--- src/rtl/lms_adaptive_fir_filter_assert.svh ---
// ----------------------------------------------------------------------------
// LMS FIR assertion macros
// Shorthand for clocked, reset-qualified implication checks.
// ----------------------------------------------------------------------------
`ifndef LMS_ADAPTIVE_FIR_FILTER_ASSERT_SVH
`define LMS_ADAPTIVE_FIR_FILTER_ASSERT_SVH

// Consequent must hold in the same cycle as the antecedent.
`define LMS_ASSERT_SAME(label, ante, cons, msg) \
    label: assert property (@(posedge clk) disable iff (!rst_n) (ante) |-> (cons)) \
        else $error(msg);

// Consequent must hold in the cycle after the antecedent.
`define LMS_ASSERT_NEXT(label, ante, cons, msg) \
    label: assert property (@(posedge clk) disable iff (!rst_n) (ante) |=> (cons)) \
        else $error(msg);

`endif

--- src/rtl/lms_fir_pkg.sv ---
// ----------------------------------------------------------------------------
// LMS FIR package
// Field widths, fixed-point scaling, register and opcode codes, payload
// structs and the sequencer state type.
// ----------------------------------------------------------------------------
package lms_fir_pkg;

    localparam int SAMPLE_WIDTH   = 16;
    localparam int COEF_WIDTH     = 24;
    localparam int STEP_WIDTH     = 16;
    localparam int TAP_CNT_WIDTH  = 7;
    localparam int CFG_DATA_WIDTH = 16;
    localparam int CFG_IDX_WIDTH  = 1;

    // Q formats: samples Q1.(SW-1), coefficients Q4.(CW-4), step Q0.16
    localparam int COEF_FRAC   = COEF_WIDTH - 4;
    localparam int SAMPLE_FRAC = SAMPLE_WIDTH - 1;
    localparam int Y_SHIFT     = COEF_FRAC;
    localparam int UPD_SHIFT   = STEP_WIDTH + 2 * SAMPLE_FRAC - COEF_FRAC;

    // step * error, signed
    localparam int GAIN_WIDTH  = STEP_WIDTH + 1 + SAMPLE_WIDTH;
    localparam int MUL_A_WIDTH = (GAIN_WIDTH > COEF_WIDTH) ? GAIN_WIDTH : COEF_WIDTH;
    localparam int PROD_WIDTH  = MUL_A_WIDTH + SAMPLE_WIDTH;
    localparam int DELTA_WIDTH = PROD_WIDTH + 1 - UPD_SHIFT;

    localparam logic [STEP_WIDTH-1:0]    STEP_RESET = 16'd328;
    localparam logic [TAP_CNT_WIDTH-1:0] TAP_RESET  = 7'd32;

    typedef enum logic [CFG_IDX_WIDTH-1:0] {
        REG_STEP_SIZE = 1'b0,
        REG_TAP_COUNT = 1'b1
    } cfg_reg_t;

    typedef enum logic {
        OP_SAMPLE = 1'b0,
        OP_CLEAR  = 1'b1
    } opcode_t;

    typedef struct packed {
        logic                           opcode;
        logic signed [SAMPLE_WIDTH-1:0] new_sample;
        logic signed [SAMPLE_WIDTH-1:0] desired_sample;
    } item_t;

    typedef struct packed {
        logic signed [SAMPLE_WIDTH-1:0] filtered_sample;
        logic signed [SAMPLE_WIDTH-1:0] error_sample;
        logic signed [SAMPLE_WIDTH-1:0] oldest_sample;
        logic                           saturated;
    } result_t;

    typedef enum logic [3:0] {
        ST_IDLE,
        ST_MAC,
        ST_MAC_DRAIN,
        ST_ROUND,
        ST_ERROR,
        ST_GAIN,
        ST_LOAD_GAIN,
        ST_UPD,
        ST_UPD_DRAIN,
        ST_DONE
    } lms_state_t;

endpackage

--- src/rtl/lms_adaptive_fir_filter.sv ---
// ----------------------------------------------------------------------------
// LMS adaptive FIR filter
// Fixed-point LMS filter built around one shared multiplier and a sequencer.
// ----------------------------------------------------------------------------
// Usage:
//   item channel (item_valid/item_ready/item): one transaction carries an
//   opcode, a new sample and a desired sample. A clear transaction empties the
//   window, the coefficients and the fill count and returns nothing. A sample
//   transaction shifts the sample into the window; while the window holds
//   fewer than taps samples it returns nothing.
//   result channel (result_valid/result_ready/result): y, the error, the oldest
//   window sample and the saturation flag, held in an output register.
//   The multiplier makes one pass over the taps for y and a second pass for
//   the coefficient updates, one tap per cycle, and item_ready is low
//   meanwhile. A new item may be accepted while the last result still waits;
//   if the receiver stalls, the next result holds in the sequencer until the
//   output register frees.
//   Reset: window and coefficients read as zero, fill count zero, step_size
//   328, tap_count 32. Registers are written through cfg_we/cfg_index/cfg_data.
// ----------------------------------------------------------------------------
`include "lms_adaptive_fir_filter_assert.svh"

module lms_adaptive_fir_filter
    import lms_fir_pkg::*;
#(
    parameter int MAX_TAPS = 64
)
(
    input  logic                      clk,
    input  logic                      rst_n,
    input  item_t                     item,
    input  logic                      item_valid,
    output logic                      item_ready,
    output result_t                   result,
    output logic                      result_valid,
    input  logic                      result_ready,
    input  logic                      cfg_we,
    input  logic [CFG_IDX_WIDTH-1:0]  cfg_index,
    input  logic [CFG_DATA_WIDTH-1:0] cfg_data
);

    localparam int ADDR_W = $clog2(MAX_TAPS);
    localparam int CNT_W  = $clog2(MAX_TAPS + 1);
    localparam int ACC_W  = SAMPLE_WIDTH + COEF_WIDTH + ADDR_W;
    localparam int YR_W   = ACC_W + 1;
    localparam int YS_W   = YR_W - Y_SHIFT;
    localparam int ER_W   = SAMPLE_WIDTH + 1;
    localparam int DR_W   = PROD_WIDTH + 1;
    localparam int CS_W   = ((DELTA_WIDTH > COEF_WIDTH) ? DELTA_WIDTH : COEF_WIDTH) + 1;

    localparam logic [CNT_W-1:0] TAPS_MAX = CNT_W'(MAX_TAPS);
    localparam logic [CNT_W-1:0] CNT_ONE  = CNT_W'(1);

    localparam logic signed [SAMPLE_WIDTH-1:0] SAMPLE_MAX = {1'b0, {(SAMPLE_WIDTH-1){1'b1}}};
    localparam logic signed [SAMPLE_WIDTH-1:0] SAMPLE_MIN = {1'b1, {(SAMPLE_WIDTH-1){1'b0}}};
    localparam logic signed [COEF_WIDTH-1:0]   COEF_MAX   = {1'b0, {(COEF_WIDTH-1){1'b1}}};
    localparam logic signed [COEF_WIDTH-1:0]   COEF_MIN   = {1'b1, {(COEF_WIDTH-1){1'b0}}};
    localparam logic signed [YR_W-1:0]         Y_HALF     = YR_W'(1) << (Y_SHIFT - 1);
    localparam logic signed [DR_W-1:0]         UPD_HALF   = DR_W'(1) << (UPD_SHIFT - 1);

    // ------------------------------------------------------------------------
    // Configuration registers and sequencer state
    // ------------------------------------------------------------------------
    logic [STEP_WIDTH-1:0]    step_reg;
    logic [TAP_CNT_WIDTH-1:0] tap_count_reg;
    lms_state_t               state_reg, state_next;

    logic [CNT_W-1:0]  taps_eff;
    logic [CNT_W-1:0]  taps_reg;
    logic [CNT_W-1:0]  fill_reg;
    logic [ADDR_W-1:0] idx_reg;

    logic signed [SAMPLE_WIDTH-1:0] x_reg, d_reg;

    // Window and coefficient storage; a cleared entry reads as zero until
    // written, tracked by one valid bit per entry.
    logic signed [SAMPLE_WIDTH-1:0] dly_mem  [MAX_TAPS];
    logic signed [COEF_WIDTH-1:0]   coef_mem [MAX_TAPS];
    logic [MAX_TAPS-1:0]            dly_valid_reg;
    logic [MAX_TAPS-1:0]            coef_valid_reg;
    logic signed [SAMPLE_WIDTH-1:0] dly_rd_reg;
    logic signed [COEF_WIDTH-1:0]   coef_rd_reg;
    logic                           dly_rvld_reg, coef_rvld_reg;

    // Tap pipeline: s1 = read data, s2 = product, s3 = rounded update
    logic              s1_vld_reg, s1_upd_reg, s1_last_reg;
    logic [ADDR_W-1:0] s1_idx_reg;
    logic              s2_vld_reg, s2_upd_reg;
    logic [ADDR_W-1:0] s2_idx_reg;
    logic              s3_vld_reg;
    logic [ADDR_W-1:0] s3_idx_reg;

    logic signed [COEF_WIDTH-1:0]   c2_reg, c3_reg;
    logic signed [DELTA_WIDTH-1:0]  delta_reg;
    logic signed [PROD_WIDTH-1:0]   prod_reg;
    logic signed [ACC_W-1:0]        acc_reg;
    logic signed [SAMPLE_WIDTH-1:0] y_reg, e_reg, oldest_reg;
    logic signed [GAIN_WIDTH-1:0]   g_reg;
    logic                           sat_reg;

    result_t result_reg;
    logic    result_valid_reg;

    // ------------------------------------------------------------------------
    // Control decode
    // ------------------------------------------------------------------------
    logic item_accept;
    logic issue, issue_last, pipe_busy, result_load;

    logic [ADDR_W-1:0] dly_raddr;

    logic signed [SAMPLE_WIDTH-1:0] w_s1;
    logic signed [COEF_WIDTH-1:0]   c_s1;
    logic signed [MUL_A_WIDTH-1:0]  mul_a;
    logic signed [SAMPLE_WIDTH-1:0] mul_b;

    logic signed [YR_W-1:0]         y_sum;
    logic signed [YS_W-1:0]         y_shift;
    logic signed [SAMPLE_WIDTH-1:0] y_sat;
    logic                           y_ovf;
    logic signed [ER_W-1:0]         e_full;
    logic signed [SAMPLE_WIDTH-1:0] e_sat;
    logic                           e_ovf;
    logic signed [DR_W-1:0]         d_sum;
    logic signed [DELTA_WIDTH-1:0]  delta_next;
    logic signed [CS_W-1:0]         c_sum;
    logic signed [COEF_WIDTH-1:0]   c_new;
    logic                           c_ovf;

    // Clamp tap_count into 1..MAX_TAPS
    always_comb
    begin
        if (tap_count_reg == '0)
        begin
            taps_eff = CNT_ONE;
        end
        else if (int'(tap_count_reg) > MAX_TAPS)
        begin
            taps_eff = TAPS_MAX;
        end
        else
        begin
            taps_eff = CNT_W'(tap_count_reg);
        end
    end

    // Next-state logic
    always_comb
    begin
        state_next = state_reg;
        unique case (state_reg)
            ST_IDLE:
            begin
                if (item_valid && (item.opcode == OP_SAMPLE))
                begin
                    state_next = ST_MAC;
                end
            end
            ST_MAC:
            begin
                if (issue_last)
                begin
                    state_next = ST_MAC_DRAIN;
                end
            end
            ST_MAC_DRAIN:
            begin
                if (!pipe_busy)
                begin
                    // window still filling: no result
                    state_next = (fill_reg < taps_reg) ? ST_IDLE : ST_ROUND;
                end
            end
            ST_ROUND:     state_next = ST_ERROR;
            ST_ERROR:     state_next = ST_GAIN;
            ST_GAIN:      state_next = ST_LOAD_GAIN;
            ST_LOAD_GAIN: state_next = ST_UPD;
            ST_UPD:
            begin
                if (issue_last)
                begin
                    state_next = ST_UPD_DRAIN;
                end
            end
            ST_UPD_DRAIN:
            begin
                if (!pipe_busy)
                begin
                    state_next = ST_DONE;
                end
            end
            ST_DONE:
            begin
                if (result_load)
                begin
                    state_next = ST_IDLE;
                end
            end
            default:      state_next = ST_IDLE;
        endcase
    end

    // Sequencer outputs
    always_comb
    begin
        item_ready  = (state_reg == ST_IDLE);
        issue       = (state_reg == ST_MAC) || (state_reg == ST_UPD);
        issue_last  = issue && (CNT_W'(idx_reg) == (taps_reg - CNT_ONE));
        pipe_busy   = s1_vld_reg || s2_vld_reg || s3_vld_reg;
        result_load = (state_reg == ST_DONE) && (!result_valid_reg || result_ready);
        // first pass reads one ahead to shift the window down
        dly_raddr   = (state_reg == ST_MAC) ? (idx_reg + ADDR_W'(1)) : idx_reg;
    end

    assign item_accept = item_valid && item_ready;

    // ------------------------------------------------------------------------
    // Shared datapath
    // ------------------------------------------------------------------------
    always_comb
    begin
        c_s1 = coef_rvld_reg ? coef_rd_reg : '0;
        if (s1_last_reg && !s1_upd_reg)
        begin
            w_s1 = x_reg;
        end
        else
        begin
            w_s1 = dly_rvld_reg ? dly_rd_reg : '0;
        end

        // One multiplier: gain, then g*x per tap, or c*x per tap
        if (state_reg == ST_GAIN)
        begin
            mul_a = MUL_A_WIDTH'($signed({1'b0, step_reg}));
            mul_b = e_reg;
        end
        else if (s1_upd_reg)
        begin
            mul_a = MUL_A_WIDTH'(g_reg);
            mul_b = w_s1;
        end
        else
        begin
            mul_a = MUL_A_WIDTH'(c_s1);
            mul_b = w_s1;
        end
    end

    // Round y half up, then saturate
    always_comb
    begin
        y_sum   = YR_W'(acc_reg) + Y_HALF;
        y_shift = YS_W'(y_sum >>> Y_SHIFT);
        y_ovf   = 1'b1;
        if (y_shift > YS_W'(SAMPLE_MAX))
        begin
            y_sat = SAMPLE_MAX;
        end
        else if (y_shift < YS_W'(SAMPLE_MIN))
        begin
            y_sat = SAMPLE_MIN;
        end
        else
        begin
            y_sat = SAMPLE_WIDTH'(y_shift);
            y_ovf = 1'b0;
        end
    end

    // Error against the saturated y
    always_comb
    begin
        e_full = ER_W'(d_reg) - ER_W'(y_reg);
        e_ovf  = 1'b1;
        if (e_full > ER_W'(SAMPLE_MAX))
        begin
            e_sat = SAMPLE_MAX;
        end
        else if (e_full < ER_W'(SAMPLE_MIN))
        begin
            e_sat = SAMPLE_MIN;
        end
        else
        begin
            e_sat = SAMPLE_WIDTH'(e_full);
            e_ovf = 1'b0;
        end
    end

    // Coefficient update: round the product, add, saturate
    always_comb
    begin
        d_sum      = DR_W'(prod_reg) + UPD_HALF;
        delta_next = DELTA_WIDTH'(d_sum >>> UPD_SHIFT);
        c_sum      = CS_W'(c3_reg) + CS_W'(delta_reg);
        c_ovf      = 1'b1;
        if (c_sum > CS_W'(COEF_MAX))
        begin
            c_new = COEF_MAX;
        end
        else if (c_sum < CS_W'(COEF_MIN))
        begin
            c_new = COEF_MIN;
        end
        else
        begin
            c_new = COEF_WIDTH'(c_sum);
            c_ovf = 1'b0;
        end
    end

    // ------------------------------------------------------------------------
    // Memories: one write and one registered read per cycle each
    // ------------------------------------------------------------------------
    always_ff @(posedge clk)
    begin
        if (s1_vld_reg && !s1_upd_reg)
        begin
            dly_mem[s1_idx_reg] <= w_s1;
        end
        dly_rd_reg <= dly_mem[dly_raddr];
    end

    always_ff @(posedge clk)
    begin
        if (s3_vld_reg)
        begin
            coef_mem[s3_idx_reg] <= c_new;
        end
        coef_rd_reg <= coef_mem[idx_reg];
    end

    // ------------------------------------------------------------------------
    // Control registers
    // ------------------------------------------------------------------------
    always_ff @(posedge clk or negedge rst_n)
    begin
        if (!rst_n)
        begin
            state_reg        <= ST_IDLE;
            step_reg         <= STEP_RESET;
            tap_count_reg    <= TAP_RESET;
            taps_reg         <= CNT_ONE;
            fill_reg         <= '0;
            idx_reg          <= '0;
            dly_valid_reg    <= '0;
            coef_valid_reg   <= '0;
            dly_rvld_reg     <= 1'b0;
            coef_rvld_reg    <= 1'b0;
            s1_vld_reg       <= 1'b0;
            s1_upd_reg       <= 1'b0;
            s1_last_reg      <= 1'b0;
            s2_vld_reg       <= 1'b0;
            s2_upd_reg       <= 1'b0;
            s3_vld_reg       <= 1'b0;
            result_valid_reg <= 1'b0;
        end
        else
        begin
            state_reg <= state_next;

            if (cfg_we)
            begin
                unique case (cfg_index)
                    REG_STEP_SIZE: step_reg      <= cfg_data[STEP_WIDTH-1:0];
                    REG_TAP_COUNT: tap_count_reg <= cfg_data[TAP_CNT_WIDTH-1:0];
                    default:       step_reg      <= step_reg;
                endcase
            end

            // Accept: clear drops all stored state at once; a sample latches
            // the tap length and advances the fill count.
            if (item_accept)
            begin
                idx_reg <= '0;
                if (item.opcode == OP_CLEAR)
                begin
                    fill_reg       <= '0;
                    dly_valid_reg  <= '0;
                    coef_valid_reg <= '0;
                end
                else
                begin
                    taps_reg <= taps_eff;
                    if (fill_reg < TAPS_MAX)
                    begin
                        fill_reg <= fill_reg + CNT_ONE;
                    end
                end
            end
            else if (issue)
            begin
                idx_reg <= issue_last ? '0 : (idx_reg + ADDR_W'(1));
            end

            if (s1_vld_reg && !s1_upd_reg)
            begin
                dly_valid_reg[s1_idx_reg] <= 1'b1;
            end
            if (s3_vld_reg)
            begin
                coef_valid_reg[s3_idx_reg] <= 1'b1;
            end

            dly_rvld_reg  <= dly_valid_reg[dly_raddr];
            coef_rvld_reg <= coef_valid_reg[idx_reg];

            // Advance the tap pipeline
            s1_vld_reg  <= issue;
            s1_upd_reg  <= (state_reg == ST_UPD);
            s1_last_reg <= issue_last;
            s2_vld_reg  <= s1_vld_reg;
            s2_upd_reg  <= s1_upd_reg;
            s3_vld_reg  <= s2_vld_reg && s2_upd_reg;

            if (result_load)
            begin
                result_valid_reg <= 1'b1;
            end
            else if (result_ready)
            begin
                result_valid_reg <= 1'b0;
            end
        end
    end

    // ------------------------------------------------------------------------
    // Datapath registers
    // ------------------------------------------------------------------------
    always_ff @(posedge clk)
    begin
        s1_idx_reg <= idx_reg;
        s2_idx_reg <= s1_idx_reg;
        s3_idx_reg <= s2_idx_reg;
        c2_reg     <= c_s1;
        c3_reg     <= c2_reg;
        delta_reg  <= delta_next;
        prod_reg   <= mul_a * mul_b;

        if (item_accept)
        begin
            x_reg   <= item.new_sample;
            d_reg   <= item.desired_sample;
            acc_reg <= '0;
            sat_reg <= 1'b0;
        end
        else
        begin
            if (s2_vld_reg && !s2_upd_reg)
            begin
                acc_reg <= acc_reg + ACC_W'(prod_reg);
            end
            if (state_reg == ST_ROUND)
            begin
                y_reg   <= y_sat;
                sat_reg <= sat_reg | y_ovf;
            end
            if (state_reg == ST_ERROR)
            begin
                e_reg   <= e_sat;
                sat_reg <= sat_reg | e_ovf;
            end
            if (s3_vld_reg)
            begin
                sat_reg <= sat_reg | c_ovf;
            end
        end

        if (state_reg == ST_LOAD_GAIN)
        begin
            g_reg <= GAIN_WIDTH'(prod_reg);
        end

        // window tap zero after the shift
        if (s1_vld_reg && !s1_upd_reg && (s1_idx_reg == '0))
        begin
            oldest_reg <= w_s1;
        end

        if (result_load)
        begin
            result_reg.filtered_sample <= y_reg;
            result_reg.error_sample    <= e_reg;
            result_reg.oldest_sample   <= oldest_reg;
            result_reg.saturated       <= sat_reg;
        end
    end

    assign result       = result_reg;
    assign result_valid = result_valid_reg;

    // ------------------------------------------------------------------------
    // Assertions
    // ------------------------------------------------------------------------
    `LMS_ASSERT_SAME(a_idle_pipe_empty, item_ready,
        !(s1_vld_reg || s2_vld_reg || s3_vld_reg),
        "tap pipeline busy while accepting a transaction")

    `LMS_ASSERT_SAME(a_coef_no_collision, s3_vld_reg && (state_reg == ST_UPD),
        s3_idx_reg != idx_reg,
        "coefficient write collides with read address")

    `LMS_ASSERT_SAME(a_round_only_when_full, state_reg == ST_ROUND,
        fill_reg >= taps_reg,
        "output computed before the window is full")

    `LMS_ASSERT_NEXT(a_clear_empties, item_accept && (item.opcode == OP_CLEAR),
        (fill_reg == '0) && (dly_valid_reg == '0) && (coef_valid_reg == '0),
        "clear transaction did not empty the filter state")

endmodule
--- config.mk ---
export PLATFORM = sky130hd
export DESIGN_NAME = lms_adaptive_fir_filter
export DESIGN_NICKNAME = d
export VERILOG_FILES = /design/src/rtl/lms_fir_pkg.sv /design/src/rtl/lms_adaptive_fir_filter.sv
export VERILOG_INCLUDE_DIRS = /design/src /design/src/rtl
export SDC_FILE = /design/constraint.sdc
export NUM_CORES = 2
export LEC_CHECK = 0
export ABC_AREA = 1
export BUFFER_PORTS_ARGS = -buffer_cell sky130_fd_sc_hd__buf_2
export CAP_MARGIN = 20
export CORE_ASPECT_RATIO = 0.5
export CORE_UTILIZATION = 59
export CTS_CLUSTER_DIAMETER = 50
export CTS_CLUSTER_SIZE = 25
export DETAILED_ROUTE_END_ITERATION = 8
export GPL_TIMING_DRIVEN = 0
export PLACE_DENSITY = 0.73
export SKIP_LAST_GASP = 1
export SLEW_MARGIN = 20
export SYNTH_ARGS = -nofsm -noshare
export SYNTH_HDL_FRONTEND = slang
export SYNTH_SLANG_ARGS = --single-unit
--- constraint.sdc ---
create_clock -name clk -period 16.91 [get_ports clk]
set_input_delay 3.382 -clock clk [delete_from_list [all_inputs] [get_ports clk]]
set_output_delay 3.382 -clock clk [all_outputs]
set_load 0.01 [all_outputs]
=== Yosys cells after proc, flatten, opt, wreduce, memory -nomap -nowiden ===
Memory sizes are Yosys's and may differ from the RTL's. A register that Yosys moved wholly into a read port is not among the register bits.
Cells that the tools add are included.

* Multiply operators: 1
* Add/subtract/negate cells: 8
* Order comparisons: 15
* Bitwise logic cells: 8
* Equal/unequal tests: 16
* Multiplexer cells: 55
* Reduce and logical (&&, ||, !) cells: 32

{| class="wikitable"
|+ Operators with widths
! operator !! count
|-
| $mux W64 || 6
|-
| $or A64 B64 Y64 || 2
|-
| $mux W16 || 5
|-
| $mux W24 || 3
|-
| $mux W33 || 2
|-
| $add A49 B27 Y50 const B || 1
|-
| $mul A33 B16 Y49 || 1
|-
| $add A46 B21 Y47 const B || 1
|-
| $add A46 B46 Y46 || 1
|-
| $pmux W4 S10 || 1
|-
| $lt A6 B7 Y1 const B || 4
|-
| $mux W7 || 4
|-
| $gt A27 B16 Y1 const B || 1
|-
| $lt A27 B16 Y1 const B || 1
|-
| $add A24 B24 Y25 || 1
|-
| $gt A25 B24 Y1 const B || 1
|-
| $lt A25 B24 Y1 const B || 1
|-
| $mux W4 || 6
|-
| $mux W6 || 4
|-
| $mux W1 || 19
|-
| $gt A17 B16 Y1 const B || 1
|-
| $lt A17 B16 Y1 const B || 1
|-
| $sub A16 B16 Y17 || 1
|-
| $eq A4 B3 Y1 const B || 4
|-
| 28 further kinds || 63
|}

* Output and inout bits: 51
* Logic and storage cells: 173
* Memories: 2
* Bits of input ports: 55
* Memory bits (writable): 2560
* Bits in registers: 532

{| class="wikitable"
|+ Memories
! name !! depth !! bits a word !! rd ports !! clocked after Yosys merged registers in !! write ports !! RTL line !! source
|-
| coef_mem || 64 || 24 || 1 || 1 || 1 || lms_adaptive_fir_filter.sv:78 || <nowiki>logic signed [COEF_WIDTH-1:0] coef_mem [MAX_TAPS];</nowiki>
|-
| dly_mem || 64 || 16 || 1 || 1 || 1 || lms_adaptive_fir_filter.sv:77 || <nowiki>logic signed [SAMPLE_WIDTH-1:0] dly_mem [MAX_TAPS];</nowiki>
|}

=== Logic depth before layout (Yosys ltp) ===
* Word-level depth: 8
* Gate-level depth with buffers: 35
* Depth with buffers taken out: 33

=== Least setup slack after synthesis ===
Ideal clock, no wire load.

* Path type: register -> register
* Start: register s1_upd_reg
* End: register prod_reg[41]
* Arrival time: 7415 ps
* Path slack: 9375 ps
* Setup time: 121 ps
* Buffers on the path: 3
* Data required time: 16789 ps
* Stages on the path, launching flop included: 34
* Path through: dfrtp_1 -> buf_2 -> inv_1 -> buf_2 -> nand2_1 -> nand3_1 -> nand2_1 -> nand2_1 -> o21ai_0 -> clkinv_1 -> clkbuf_1 -> nor2_1 -> fa_1 -> inv_1 -> fa_1 -> fa_1 -> inv_1 -> fa_1 -> fa_1 -> inv_1 -> fa_1 -> inv_1 -> ha_1 -> nand2_1 -> nand2_1 -> a31oi_1 -> o21ai_0 -> nand3_1 -> nand3_1 -> a21boi_0 -> o21ai_0 -> nand2_1 -> nand2_1 -> xor2_1

* Longest elaborated chain between the ends: 5
* Elaborated cells between the ends (all ways): 7

{| class="wikitable"
|+ RTL lines
! item !! RTL line !! source
|-
| from (decl) || lms_adaptive_fir_filter.sv:86 || <nowiki>logic s1_vld_reg, s1_upd_reg, s1_last_reg;</nowiki>
|-
| from (signal assigned) || lms_adaptive_fir_filter.sv:411 || <nowiki>s1_upd_reg <= (state_reg == ST_UPD);</nowiki>
|-
| $logic_not A1 Y1 || lms_adaptive_fir_filter.sv:223 || <nowiki>if (s1_last_reg && !s1_upd_reg)</nowiki>
|-
| $logic_and A1 B1 Y1 || lms_adaptive_fir_filter.sv:223 ||
|-
| $mux W16 || lms_adaptive_fir_filter.sv:223 ||
|-
| via w_s1[5] || lms_adaptive_fir_filter.sv:112 || <nowiki>logic signed [SAMPLE_WIDTH-1:0] w_s1;</nowiki>
|-
| $mux W16 || lms_adaptive_fir_filter.sv:233 || <nowiki>if (state_reg == ST_GAIN)</nowiki>
|-
| $mul A33 B16 Y49 || lms_adaptive_fir_filter.sv:439 || <nowiki>prod_reg <= mul_a * mul_b;</nowiki>
|-
| to (signal assigned) || lms_adaptive_fir_filter.sv:439 ||
|-
| to (decl) || lms_adaptive_fir_filter.sv:95 || <nowiki>logic signed [PROD_WIDTH-1:0] prod_reg;</nowiki>
|}

The timed path passes the listed nets, and every way through them passes these cells.
A chain may end at the register's enable or synchronous reset.

=== Worst setup path in the final report ===
* Start: register s1_upd_reg
* End: register prod_reg[47]

* Longest elaborated chain between the ends: 5
* Elaborated cells between the ends (all ways): 7

{| class="wikitable"
|+ RTL lines
! item !! RTL line
|-
| $logic_not A1 Y1 || lms_adaptive_fir_filter.sv:223
|-
| $logic_and A1 B1 Y1 || lms_adaptive_fir_filter.sv:223
|-
| $mux W16 || lms_adaptive_fir_filter.sv:223
|-
| $mux W16 || lms_adaptive_fir_filter.sv:233
|-
| $mul A33 B16 Y49 (*) || lms_adaptive_fir_filter.sv:439
|}

Mark *: on every way between the ends. The rest lies on a longest branch, timed or not.

==> results.cfg <==
[critical_path]
crit_required_ps = 17700
r2r_start = s1_upd_reg
slowest_stage = a21oi_1
slowest_delay_ps = 980
cp-startpoint = s1_upd_reg
path_max_fanout = 10
end_kind = flop
worst-setup-path-type = reg2reg
cp_data_arrival_time_ps = 10940
crit_path_start_kind = flop

[yosys]
async_flop_share = 0.0587
synth_edf_count = 2722
syn_area_sq_um = 143000
ys_seq_area_frac = 0.636
yosys_warnings = 0
yosys.cell_types.count = 58
syn_inst = 12000
ys.flop_type = edfxtp_1
synth_seq_cells = 3132
synth_nets = 12700
syn_avg_cell_area_sq_um = 11.9

[final_layout]
max_flop_register = coef_mem
largest_reg_flops = 1536
drive_gt1_frac = 0.0824
layout_commonest_cell = edfxtp_1
area_delta_synth_final_pct = 11.5
reg.largest.list = coef_mem x1536, dly_mem x1024
fill_cells = 17800
final_cells = 15800
layout_common_cells = edfxtp_1, nand2_1, nor2_1, a21oi_1, inv_1
nets = 13200
fin_area_sq_um = 159000

[floorplan]
placementRows = 127
dieWidth_um = 698
coreArea_sq_um = 240000
dieHeight_um = 350
initial_utilization = 0.595
dieArea_sq_um = 244000
io_pins = 106

[sta]
setup-violations-final = 0
max_freq_mhz = 98.5
grt_setup_unrepaired = false
worst_slack_ps = 6760
finalHoldViolCount = 0
finalMaxSlewViolations = 0
fin_skew_ps = 86.2
fin_crit_ps = 10150
fin_crit_sh = 0.600
slew_headroom = 0.0537
final.setup.tns_ps = 0
tightest_slew_ps = 1420

[drt]
wl_per_cell_um = 34.5
num_vias = 108000
drt-total-wl_mm = 546
remaining_drc_errors = 7
dr.pass1.iters = 9
ant_nets = 0
dr.first_iter.drc_count = 19700
avgViaCountPerCell = 6.80

[outcome]
failed_checks = design-rule violations
status = finished, violations left

[clock_network]
cts_tree = done
postCtsSetupBuffers = 0
cts_max_level = 4
clkSlewWorstSetupHoldPaths_ps = 90
clock-root-buffer = clkbuf_16
clock_sinks = 3132
cts_resized = 0
numCtsBuffers = 172
ctsHoldBuffers = 0
cts_buffer_depth = 4
clk_latency_ps = 940

[job]
maxCapViolations = 0

[grt]
grt_pass1_vias = 101000
antenna_found_initial = 32
gr-total-overflow = 0
grt_max_degree = 83
grt_pass1_wl_mm = 751
grt_usage = 0.441

[placement]
dp_hpwl_mm = 392
placed_area_sq_um = 154000
place_inst = 15500
gp_routability_congestion = 1.06
pre_cts_ws_ps = 7070
portBuffers = 105

[min_path]
min_from = c2_reg[1]
min_path_type = reg2reg
## routing by layer
layer	wire length [um]	part of all wire	global-route usage
met2	227000	0.42	0.639
met5	181	0.00033	0
met1	184000	0.34	0.561
met4	47000	0.086	0.294
met3	86900	0.16	0.162
## Yosys cell counts, types with 3 or more instances
cell | n | area [sq um]
edfxtp_1 | 2722 | 81700
or2_0 | 5 | 31.3
o21ai_1 | 152 | 761
nand2_1 | 1431 | 5370
o21ai_0 | 917 | 4590
o221ai_1 | 474 | 4150
fa_1 | 503 | 10100
a21o_1 | 11 | 82.6
xor2_1 | 100 | 876
clkbuf_2 | 5 | 25.0
nand3b_1 | 3 | 22.5
inv_2 | 25 | 93.8
or2_1 | 6 | 37.5
dfrtp_1 | 179 | 4480
nor3_1 | 42 | 210
buf_2 | 128 | 641
nor2_1 | 1216 | 4560
nand4_1 | 26 | 163
o211ai_1 | 172 | 1290
a21boi_0 | 14 | 105
nand3_1 | 415 | 2080
inv_1 | 990 | 3720
buf_4 | 19 | 143
xnor2_1 | 58 | 508
a31oi_2 | 5 | 62.6
clkbuf_1 | 468 | 1760
a21oi_1 | 1003 | 5020
dfstp_2 | 5 | 131
o21bai_1 | 52 | 390
nor4_1 | 11 | 68.8
ha_1 | 212 | 2650
a31oi_1 | 38 | 238
nand2_4 | 3 | 33.8
o22ai_1 | 202 | 1260
o21ai_2 | 4 | 35.0
a211oi_1 | 5 | 37.5
buf_1 | 26 | 97.6
buf_6 | 22 | 248
o21a_1 | 9 | 67.6
clkinv_1 | 20 | 75.1
dfxtp_1 | 226 | 4520
or2_2 | 32 | 200
## final timing paths
kind / to / depth (start not counted) / slack [ps]
max reg2reg: prod_reg[47] / 30 / 6760
max in group asynchronous: dly_valid_reg[57] / 3 / 13280
max: prod_reg[47] / 30 / 6760
min: c3_reg[1] / 0 / 320
min in group asynchronous: coef_valid_reg[25] / 1 / 2350
min reg2reg: c3_reg[1] / 0 / 320
## critical path: cells and delay by family, from the launching register on
kind,cells,cell delay [ps]
AND/OR/NAND/NOR,8,1970
XOR/XNOR,1,160
adder cells (fa/ha/maj),7,3440
flip-flops,1,410
buffers and inverters,10,2040
AO/OA/AOI/OAI,4,2000
## cell type report
cell class | instances | area, sq um | area share
antenna | 19 | 47.5 | 0.000298
buffer | 668 | 2960 | 0.0186
clock buffer | 228 | 4700 | 0.0295
clock inverter | 66 | 783 | 0.00492
inverter | 1035 | 3890 | 0.0244
multi-input combinational | 7142 | 46600 | 0.292
sequential | 3132 | 90900 | 0.570
tap | 3225 | 4040 | 0.0253
timing repair buffer | 305 | 5430 | 0.0341
## metrics by stage
step / hold slack [ps] / util
after global placement: 310 / 0.614
final: 322 / 0.663
after global routing: 333 / 0.663
after detailed placement: 312 / 0.640
after floorplan: 310 / -
after CTS: 327 / 0.663
## cells by family after synthesis
family          count (synthesis)  synth area share
simple gates                 3202            0.0903
mux                             1         0.0000701
compound gates               3066             0.127
xor+xnor                      158           0.00969
buf+inv                      1703            0.0476
flops                        3132             0.636
fa+ha+maj                     715            0.0891
Power is not shown: default switching activity piles up to over one toggle a cycle in this logic, so the estimate is an artifact.
